<file path="src/hdl/lfrd_pkg.sv">
`timescale 1ns / 1ps
package lfrd_pkg;

	localparam int unsigned TIME_W     = 48;
	localparam int unsigned IN_TIME_W  = 32;
	localparam int unsigned USE_W      = 16;
	localparam int unsigned ROOM_OUT_W = 4;
	localparam int unsigned CFG_W      = 5;
	localparam int unsigned S_DATA_W   = 2 * IN_TIME_W;
	localparam int unsigned M_DATA_W   = 2 * ROOM_OUT_W + 2 * TIME_W;

	localparam logic [CFG_W-1:0]  ROOM_COUNT_RST = CFG_W'(16);
	localparam logic [TIME_W-1:0] TIME_MAX       = '1;
	localparam logic [USE_W-1:0]  USE_MAX        = '1;

	typedef enum logic [4:0] {
		ST_IDLE  = 5'b00001,
		ST_SCAN  = 5'b00010,
		ST_WRITE = 5'b00100,
		ST_TALLY = 5'b01000,
		ST_DONE  = 5'b10000
	} lfrd_state_t;

endpackage

</file>
<file path="src/hdl/lfrd_ram.sv">
`timescale 1ns / 1ps
module lfrd_ram #(
	parameter int unsigned WIDTH = 48,
	parameter int unsigned DEPTH = 16,
	localparam int unsigned AW = (DEPTH > 1) ? $clog2(DEPTH) : 1
) (
	input  logic             clk,
	input  logic             we,
	input  logic [AW-1:0]    waddr,
	input  logic [WIDTH-1:0] wdata,
	input  logic [AW-1:0]    raddr,
	output logic [WIDTH-1:0] rdata
);

	logic [WIDTH-1:0] mem [DEPTH];
	logic [WIDTH-1:0] rdata_q;

	always_ff @(posedge clk) begin
		if (we) begin
			mem[waddr] <= wdata;
		end
		rdata_q <= mem[raddr];
	end

	assign rdata = rdata_q;

endmodule

</file>
<file path="src/hdl/lowest_free_room_dispatcher.sv">
`timescale 1ns / 1ps
// lowest-free-room dispatcher
// input items (s_*) are meetings in start order: tdata holds start and end
// time, tlast marks the last meeting of a batch. each meeting goes to the
// lowest free room at its start, or else waits for the room that frees first
// (lowest index on ties). one result item (m_*) per meeting: room, begin and
// finish time, and on tlast the most used room of the batch.
// cfg_* writes the active room count; write it only while the block is idle.
// from acceptance to its result on m_*, a meeting takes one pass over the
// active rooms in the room stores, each read through its single read port;
// the last meeting of a batch adds a second pass to tally use counts.
// s_tready is high only between meetings, so a new meeting is taken only
// after the last one has been written and its result has moved on to the
// output register.
// the result sits in an output register, so the next meeting is taken while
// it waits; a stalled receiver holds the block only when the next result is
// ready to leave. reset clears all rooms, sets the room count to 16 and
// drops m_tvalid; room state also clears after each last meeting.
module lowest_free_room_dispatcher
	import lfrd_pkg::*;
#(
	parameter int unsigned MAX_ROOMS = 16
) (
	input  logic                clk,
	input  logic                arst_n,
	input  logic                s_tvalid,
	output logic                s_tready,
	input  logic [S_DATA_W-1:0] s_tdata,  // start_time, end_time
	input  logic                s_tlast,  // last_meeting
	output logic                m_tvalid,
	input  logic                m_tready,
	output logic [M_DATA_W-1:0] m_tdata,  // assigned_room, begin_time, finish_time, busiest_room
	output logic                m_tlast,  // batch_done
	input  logic                cfg_valid,
	output logic                cfg_ready,
	input  logic [CFG_W-1:0]    cfg_data  // room_count
);

	localparam int unsigned IW = (MAX_ROOMS > 1) ? $clog2(MAX_ROOMS) : 1;
	localparam int unsigned CW = $clog2(MAX_ROOMS + 1);

	lfrd_state_t state_q;
	logic [CFG_W-1:0]     room_count_q;
	logic [CW-1:0]        rc_q;
	logic [CW-1:0]        cnt_q;
	logic                 vld_s1;
	logic [IW-1:0]        idx_s1;
	logic [MAX_ROOMS-1:0] valid_q;
	logic                 m_tvalid_q;

	logic [IN_TIME_W-1:0] start_q;
	logic [IN_TIME_W-1:0] dur_q;
	logic                 last_q;
	logic                 found_q;
	logic [IW-1:0]        fpick_q;
	logic [USE_W-1:0]     fuse_q;
	logic [TIME_W-1:0]    min_q;
	logic [IW-1:0]        mpick_q;
	logic [USE_W-1:0]     muse_q;
	logic [IW-1:0]        pick_q;
	logic [TIME_W-1:0]    begin_q;
	logic [TIME_W-1:0]    finish_q;
	logic [USE_W-1:0]     best_use_q;
	logic [IW-1:0]        best_q;
	logic [M_DATA_W-1:0]  m_tdata_q;
	logic                 m_tlast_q;

	logic [TIME_W-1:0] busy_rd, busy_v;
	logic [USE_W-1:0]  use_rd, use_v;
	logic              we;
	logic [IW-1:0]     pick;
	logic [TIME_W-1:0] begin_c, finish_c;
	logic [TIME_W:0]   sum_c;
	logic [USE_W-1:0]  use_c, use_inc;
	logic [CW-1:0]     rc_c;
	logic              accept, out_free, issue;

	assign accept    = s_tvalid && s_tready;
	assign s_tready  = (state_q == ST_IDLE);
	assign cfg_ready = 1'b1;
	assign out_free  = !m_tvalid_q || m_tready;
	assign issue     = (cnt_q != rc_q);

	always_comb begin
		if (room_count_q == '0) begin
			rc_c = CW'(1);
		end else if (32'(room_count_q) > MAX_ROOMS) begin
			rc_c = CW'(MAX_ROOMS);
		end else begin
			rc_c = CW'(room_count_q);
		end
	end

	// entries not written since the last clear read as zero
	assign busy_v = valid_q[idx_s1] ? busy_rd : '0;
	assign use_v  = valid_q[idx_s1] ? use_rd : '0;

	assign pick     = found_q ? fpick_q : mpick_q;
	assign begin_c  = found_q ? TIME_W'(start_q) : min_q;
	assign sum_c    = {1'b0, begin_c} + (TIME_W + 1)'(dur_q);
	assign finish_c = sum_c[TIME_W] ? TIME_MAX : sum_c[TIME_W-1:0];
	assign use_c    = found_q ? fuse_q : muse_q;
	assign use_inc  = (use_c == USE_MAX) ? use_c : use_c + USE_W'(1);
	assign we       = (state_q == ST_WRITE);

	lfrd_ram #(.WIDTH(TIME_W), .DEPTH(MAX_ROOMS)) u_busy_ram (
		.clk   (clk),
		.we    (we),
		.waddr (pick),
		.wdata (finish_c),
		.raddr (cnt_q[IW-1:0]),
		.rdata (busy_rd)
	);

	lfrd_ram #(.WIDTH(USE_W), .DEPTH(MAX_ROOMS)) u_use_ram (
		.clk   (clk),
		.we    (we),
		.waddr (pick),
		.wdata (use_inc),
		.raddr (cnt_q[IW-1:0]),
		.rdata (use_rd)
	);

	always_ff @(posedge clk or negedge arst_n) begin
		if (!arst_n) begin
			state_q      <= ST_IDLE;
			room_count_q <= ROOM_COUNT_RST;
			rc_q         <= '0;
			cnt_q        <= '0;
			vld_s1       <= 1'b0;
			valid_q      <= '0;
			m_tvalid_q   <= 1'b0;
		end else begin
			if (cfg_valid && cfg_ready) begin
				room_count_q <= cfg_data;
			end
			if (state_q == ST_DONE && out_free) begin
				m_tvalid_q <= 1'b1;
			end else if (m_tready) begin
				m_tvalid_q <= 1'b0;
			end
			unique case (state_q)
				ST_IDLE: begin
					if (accept) begin
						rc_q    <= rc_c;
						cnt_q   <= '0;
						vld_s1  <= 1'b0;
						state_q <= ST_SCAN;
					end
				end
				ST_SCAN, ST_TALLY: begin
					vld_s1 <= issue;
					if (issue) begin
						cnt_q <= cnt_q + CW'(1);
					end else if (state_q == ST_SCAN) begin
						state_q <= ST_WRITE;
					end else begin
						valid_q <= '0;
						state_q <= ST_DONE;
					end
				end
				ST_WRITE: begin
					valid_q[pick] <= 1'b1;
					cnt_q         <= '0;
					vld_s1        <= 1'b0;
					state_q       <= last_q ? ST_TALLY : ST_DONE;
				end
				ST_DONE: begin
					if (out_free) begin
						state_q <= ST_IDLE;
					end
				end
				default: begin
					state_q <= ST_IDLE;
				end
			endcase
		end
	end

	always_ff @(posedge clk) begin
		idx_s1 <= cnt_q[IW-1:0];
		unique case (state_q)
			ST_IDLE: begin
				if (accept) begin
					start_q <= s_tdata[IN_TIME_W-1:0];
					dur_q   <= (s_tdata[S_DATA_W-1:IN_TIME_W] > s_tdata[IN_TIME_W-1:0])
						? s_tdata[S_DATA_W-1:IN_TIME_W] - s_tdata[IN_TIME_W-1:0] : '0;
					last_q  <= s_tlast;
					found_q <= 1'b0;
				end
			end
			ST_SCAN: begin
				if (vld_s1) begin
					if (!found_q && busy_v <= TIME_W'(start_q)) begin
						found_q <= 1'b1;
						fpick_q <= idx_s1;
						fuse_q  <= use_v;
					end
					if (idx_s1 == '0 || busy_v < min_q) begin
						min_q   <= busy_v;
						mpick_q <= idx_s1;
						muse_q  <= use_v;
					end
				end
			end
			ST_WRITE: begin
				pick_q   <= pick;
				begin_q  <= begin_c;
				finish_q <= finish_c;
				best_q   <= '0;
			end
			ST_TALLY: begin
				if (vld_s1 && (idx_s1 == '0 || use_v > best_use_q)) begin
					best_use_q <= use_v;
					best_q     <= idx_s1;
				end
			end
			ST_DONE: begin
				if (out_free) begin
					m_tdata_q <= {ROOM_OUT_W'(best_q), finish_q, begin_q, ROOM_OUT_W'(pick_q)};
					m_tlast_q <= last_q;
				end
			end
			default: begin
			end
		endcase
	end

	assign m_tvalid = m_tvalid_q;
	assign m_tdata  = m_tdata_q;
	assign m_tlast  = m_tlast_q;

endmodule

</file>
<file path="config.mk">
export PLATFORM = sky130hd
export DESIGN_NAME = lowest_free_room_dispatcher
export DESIGN_NICKNAME = d
export VERILOG_FILES = /design/src/hdl/lfrd_pkg.sv /design/src/hdl/lfrd_ram.sv /design/src/hdl/lowest_free_room_dispatcher.sv
export SDC_FILE = /design/constraint.sdc
export NUM_CORES = 2
export LEC_CHECK = 0
export CAP_MARGIN = 5
export CORE_MARGIN = 2
export CORE_UTILIZATION = 55
export CTS_CLUSTER_SIZE = 30
export DETAILED_ROUTE_END_ITERATION = 10
export DONT_BUFFER_PORTS = 1
export HOLD_SLACK_MARGIN = 0.03
export MAX_ROUTING_LAYER = met4
export PLACE_DENSITY = 0.7
export SLEW_MARGIN = 40
export SYNTH_ARGS = -nofsm -noshare
export SYNTH_HDL_FRONTEND = slang
export SYNTH_SLANG_ARGS = --single-unit
</file>
<file path="constraint.sdc">
create_clock -name clk -period 8.7 [get_ports clk]
set_input_delay 0.87 -clock clk [delete_from_list [all_inputs] [get_ports clk]]
set_output_delay 0.87 -clock clk [all_outputs]
set_load 0.005 [all_outputs]
</file>
**Word-level counts from Yosys, hierarchy flattened**

Memories as Yosys holds them, arrays and structs flattened. A register that Yosys moved wholly into a read port is not among the register bits.
Index checks and enable logic that the tools add are counted.

- Bits of input ports: 75
- Register bits after elaboration: 421
- RAM bits: 1024
- Memories: 2
- Output and inout port bits: 108
- Logic and storage cells: 119

Memory list:

| name | depth | width | read ports | clocked after Yosys merged registers in | write ports | line | text |
|---|---|---|---|---|---|---|---|
| u_busy_ram.mem | 16 | 48 | 1 | 1 | 1 | lfrd_ram.sv:15 | `logic [WIDTH-1:0] mem [DEPTH];` |
| u_use_ram.mem | 16 | 16 | 1 | 1 | 1 | lfrd_ram.sv:15 |  |

- Reduce and logical (&&, ||, !) cells: 29
- $lt $le $gt $ge: 8
- Multiplexer cells: 36
- Bitwise logic cells: 1
- Add/sub/neg operators: 4
- Equality and inequality tests: 15

Operators by type and width:

| operator | count |
|---|---|
| $mux 48 | 3 |
| $mux 16 | 5 |
| $add 48x32->49 | 1 |
| $le 48x32->1 | 1 |
| $lt 48x48->1 | 1 |
| $mux 5 | 9 |
| $gt 32x32->1 | 1 |
| $pmux 16 s2 | 1 |
| $sub 32x32->32 | 1 |
| $pmux 5 s4 | 1 |
| $add 16x1->16 const B | 1 |
| $eq 16x16->1 const B | 1 |
| $gt 16x16->1 | 1 |
| $or 16x16->16 | 1 |
| $pmux 5 s3 | 1 |
| $reduce_and 3->1 | 5 |
| $ne 2x2->1 const B | 6 |
| $lt 4x5->1 const B | 2 |
| $reduce_and 2->1 | 5 |
| $mux 1 | 9 |
| $mux 4 | 2 |
| $pmux 4 s2 | 1 |
| $reduce_bool 2->1 | 4 |
| $add 5x1->5 const B | 1 |
| other kinds (21) | 29 |

**Longest topological paths before layout**

- Depth in word-level cells: 8
- Depth in mapped cells: 20
- Gate-level depth less buffers: 13

**Cells and area by module**

Synthesis repeated with hierarchy kept, for this count alone.

- Cell total of the unflattened synthesis: 3497
- Area total of the unflattened synthesis: 61096.1 um^2

Modules (own cells, without submodules):

| module | sequential area each (um^2) | times used | cells an instance | area each (um^2) |
|---|---|---|---|---|
| lfrd_ram (u_busy_ram) | 24023.0 | 1 | 1242 | 29691.0 |
| lowest_free_room_dispatcher | 12414.4 | 1 | 1823 | 21363.0 |
| lfrd_ram (u_use_ram) | 8007.7 | 1 | 432 | 10042.1 |

**Worst setup path after synthesis**

Ideal clock, no wire load.

- Path type: register to register
- Start point: register state_q[4]
- End point: memory u_busy_ram.mem[0][0], enable pin
- Slack: 2.280 ns
- Path buffers: 0
- Period minus slack after synthesis: 6.420 ns
- Cell stages (with the launch flop): 6
- Library setup time: 0.488 ns
- Data required time: 8.212 ns
- Arrival time: 5.932 ns
- Cells stage by stage: dfrtp_1 -> nor2_1 -> nand3_1 -> inv_1 -> nand3_1 -> nor2_1

- Word-level cells in the longest chain between the ends: 3

RTL lines:

| element | line | text |
|---|---|---|
| from (decl) | lowest_free_room_dispatcher.sv:42 | `lfrd_state_t state_q;` |
| from (signal assigned) | lowest_free_room_dispatcher.sv:166 | `state_q <= last_q ? ST_TALLY : ST_DONE;` |
| $eq 5x3->1 | lowest_free_room_dispatcher.sv:104 | `assign we = (state_q == ST_WRITE);` |
| $mux 1 | lfrd_ram.sv:19 | `if (we) begin` |
| $mux 1 (not written as such) | lfrd_ram.sv:20 | `mem[waddr] <= wdata;` |
| to (decl) | lfrd_ram.sv:15 |  |

No other way between the ends.

**Final worst setup path**

- Start point: register found_q
- End point: memory u_busy_ram.mem[3][11], data pin

- Word-level cells in the longest chain between the ends: 3

RTL lines:

| element | line | text |
|---|---|---|
| from (decl) | lowest_free_room_dispatcher.sv:54 | `logic found_q;` |
| from (signal assigned) | lowest_free_room_dispatcher.sv:189 | `found_q <= 1'b0;` |
| from (signal assigned) | lowest_free_room_dispatcher.sv:195 | `found_q <= 1'b1;` |
| $mux 48 | lowest_free_room_dispatcher.sv:99 | `assign begin_c = found_q ? TIME_W'(start_q) : min_q;` |
| via begin_c[13] | lowest_free_room_dispatcher.sv:72 | `logic [TIME_W-1:0] begin_c, finish_c;` |
| $add 48x32->49 | lowest_free_room_dispatcher.sv:100 | `assign sum_c = {1'b0, begin_c} + (TIME_W + 1)'(dur_q);` |
| $mux 48 | lowest_free_room_dispatcher.sv:101 | `assign finish_c = sum_c[TIME_W] ? TIME_MAX : sum_c[TIME_W-1:0];` |
| via finish_c[11] | lowest_free_room_dispatcher.sv:72 |  |

The timed path passes the listed nets, and every way through them passes these cells.

==> metrics <==
outcome completed; die area 113,000 sq um; Worst EP arrival 5.74 ns; RePlAce Congestion 0.950; Inst Count DP 4,688; maximum VDD drop 196 uV; syn avg cell area 18.6 sq um; DR pass1 iterations 5; post-cts sizing count 0; max-slew violations 0; combinational share of power 0.212; ys flop type edfxtp_1; worst slew pin tran 0.892 ns; Detailed Route WL 146,000 um; CTS Sinks 1,509; Net Sw Frac 0.279; Synth Register Bits 1,509; CP max FO 63; initial core utilization 0.556; P_sw 5.71 mW; Final HPWL DP 88,400 um; Clock Skews 0.0266 ns; via count 31,300; fill count 7,378; clock network power share 0.315; total grt overflow 0; RSZ-0062 raised after global routing no; post-synth top area share 0.694; overall power 20.5 mW; via count of the first global-routing pass 31,600; Worst-Skew Late Latency 0.76 ns; PortBufs 0; worst hold stages 0; Fmax 0.185 GHz; worst min-delay path category in2reg; WL/cell 29.3 um; largest net degree at the start of global routing 70; EDFF count, synth 1,403; IO Pins 183; Tot GR Track Use 0.270; Area Growth Syn to Fin 12.3%; Crit-path slowest cell a2111oi_4; vias per cell 6.27; row count 121; layout cell share with drive strength beyond 1 0.198; Setup TNS 0 ns; Fin. Hold Viols 0; Cell variety after synth 72; Netlist Area Pre-Place 60,700 sq um; CP Capture Type flip-flop; core area 109,000 sq um; top post-synthesis cells by area edfxtp_1 69%, mux4_2 12%, ha_1 3.3%; fin crit period 5.41 ns; max incr delay on CP 0.74 ns; Num CTS Buffers 152; DRT antenna net count 0; fin nets 3,606; WHS 0.200 ns; CTS max path bufs 3; maxcap violations 0; most instantiated library cell after synthesis edfxtp_1; H-tree depth 4; Seq pwr share 0.472; crit path launch type flip-flop; post-layout util 0.625; Rel. slew slack 0.401; initial antenna violation count 6; power per cell area 300 nW/um^2; global-route wire length before repair 213,000 um; Synth area leader edfxtp_1; synth cell count leaders 1,403 x edfxtp_1, 325 x mux4_2, 162 x inv_1; register area share after synthesis 0.732; DRT iter0 DRCs 3,630; final instance count without filler cells 4,982; FFs w/ async S/R, synth 0.0252; clk slew on worst S/H paths 0.06 ns; CTS root buffer clkbuf_16; Internal Power 14.8 mW; period utilisation layout 0.622; Pleak 23.1 nW; post-synthesis cell count 3,258; DR DRC count 0; Die Span Y 336 um; WS Path Type reg2reg; Mapped Nets 3,494; CTS tree yes; reg2reg path depth 12; Die X 336 um; critical-path cell list buf_4, o21ai_0, ha_1, a21oi_1, o21bai_1, a211o_1, a221oi_2, nand3_2, a2111oi_4, nor3_2, nand2_4, nand2_1; Ys Warns 0; Critical Path RT 9.03 ns; Setup violations, final 0
[final timing paths]
kind	endpoint	slack, ns	startpoint
setup / recovery	u_busy_ram.mem[3][11]	3.29	found_q
hold / removal	start_q[8]	0.20	s_tdata[8]
setup reg to reg	u_busy_ram.mem[3][11]	3.29	found_q
hold reg to reg	m_tdata[61]	0.40	finish_q[9]
max in group asynchronous	room_count_q[4]	7.87	arst_n
min in group asynchronous	vld_s1	0.58	arst_n
[per-layer routing]
| metal | part of all wire | wire length (um) | global-route usage | vias to the layer above |
|---|---|---|---|---|
| met4 | 0.029 | 4210 | 0.0804 | 0 |
| met2 | 0.49 | 71300 | 0.425 | 1505 |
| met1 | 0.40 | 58200 | 0.364 | 16300 |
| met5 | 0 | 0 | - | - |
| met3 | 0.083 | 12000 | 0.0503 | 241 |
| li1 | - | - | - | 13200 |
[cell usage in the layout, fill, tap and decap left out, types with 11 or more instances in the layout]
cell type / instances
nor2b_1: 16
mux2_2: 14
nand2_1: 147
and3_1: 11
clkbuf_8: 16
bufinv_16: 11
nand4_1: 34
o21a_1: 19
o21ai_0: 90
xnor2_1: 37
buf_6: 14
a21oi_1: 75
o21bai_1: 12
a21o_1: 67
clkinv_2: 16
buf_12: 12
mux4_2: 325
clkinv_1: 17
dfxtp_1: 68
dfrtp_1: 32
nor2_4: 16
buf_4: 36
mux2i_1: 12
nand3_1: 29
nor3_1: 28
edfxtp_1: 1403
inv_1: 160
nand2b_1: 18
nor2_1: 112
a211oi_1: 11
clkbuf_16: 156
ha_1: 159
xor2_1: 36
and2_1: 73
nor4_1: 11
clkbuf_1: 46
[cell type report]
class                      count  area, sq um  area share
tap                         1476         1850      0.0271
sequential                  1509        44500       0.652
inverter                     162          611     0.00895
clock inverter                64          664     0.00974
antenna                        8         20.0    0.000294
clock buffer                 218         4300      0.0630
timing repair buffer          69          806      0.0118
multi-input combinational   1476        15500       0.227
[power by group through the flow]
stage	Sequential, mW	Clock (mW)	Combinational [mW]
after global placement	9.84	0	4.04
after global routing	9.71	6.85	4.74
after floorplan	9.63	0	3.06
after CTS	9.68	6.55	4.33
final	9.68	6.46	4.35
after detailed placement	9.82	0	4.30
[worst max-delay path: cells and delay by family, from the launching register on]
kind	cells	cell delay, ns
AOI/OAI and AO/OA	6	2.00
adders and majority gates	1	0.44
buffers and inverters	1	0.49
DFF	1	0.32
and+or+nand+nor	4	1.60
[flip-flops by register name, indices dropped and copies added, names as in the netlist, 32 cells and up]
signal	flops
u_busy_ram.mem	768
u_use_ram.mem	256
m_tdata	104
begin_q	48
finish_q	48
min_q	48
u_busy_ram.rdata	48
dur_q	32
start_q	32
[metrics by stage]
stage | worst slack, ns | instance area, sq um
2_1_floorplan | 2.28 | 60700
3_3_place_gp | 3.17 | 62800
3_5_place_dp | 3.36 | 63100
4_1_cts | 3.34 | 68100
5_1_grt | 3.05 | 68200
6_report | 3.29 | 68200
[logic make-up after synthesis]
family	after synthesis	share of synthesized area
AOI/OAI and AO/OA	354	0.0378
xor gates and xnor gates	80	0.0115
adders and majority gates	162	0.0336
buffers and inverters	273	0.0173
DFF	1509	0.732
muxes	354	0.126
other	1	0.0000617
and+or+nand+nor	525	0.0422
[repair_timing]
action / CTS / global route
hold endpoints to repair: 38 / 0
buffers inserted: 0 / 0
hold buffers: 2 / 0
Power figures use the tool's default switching activity.
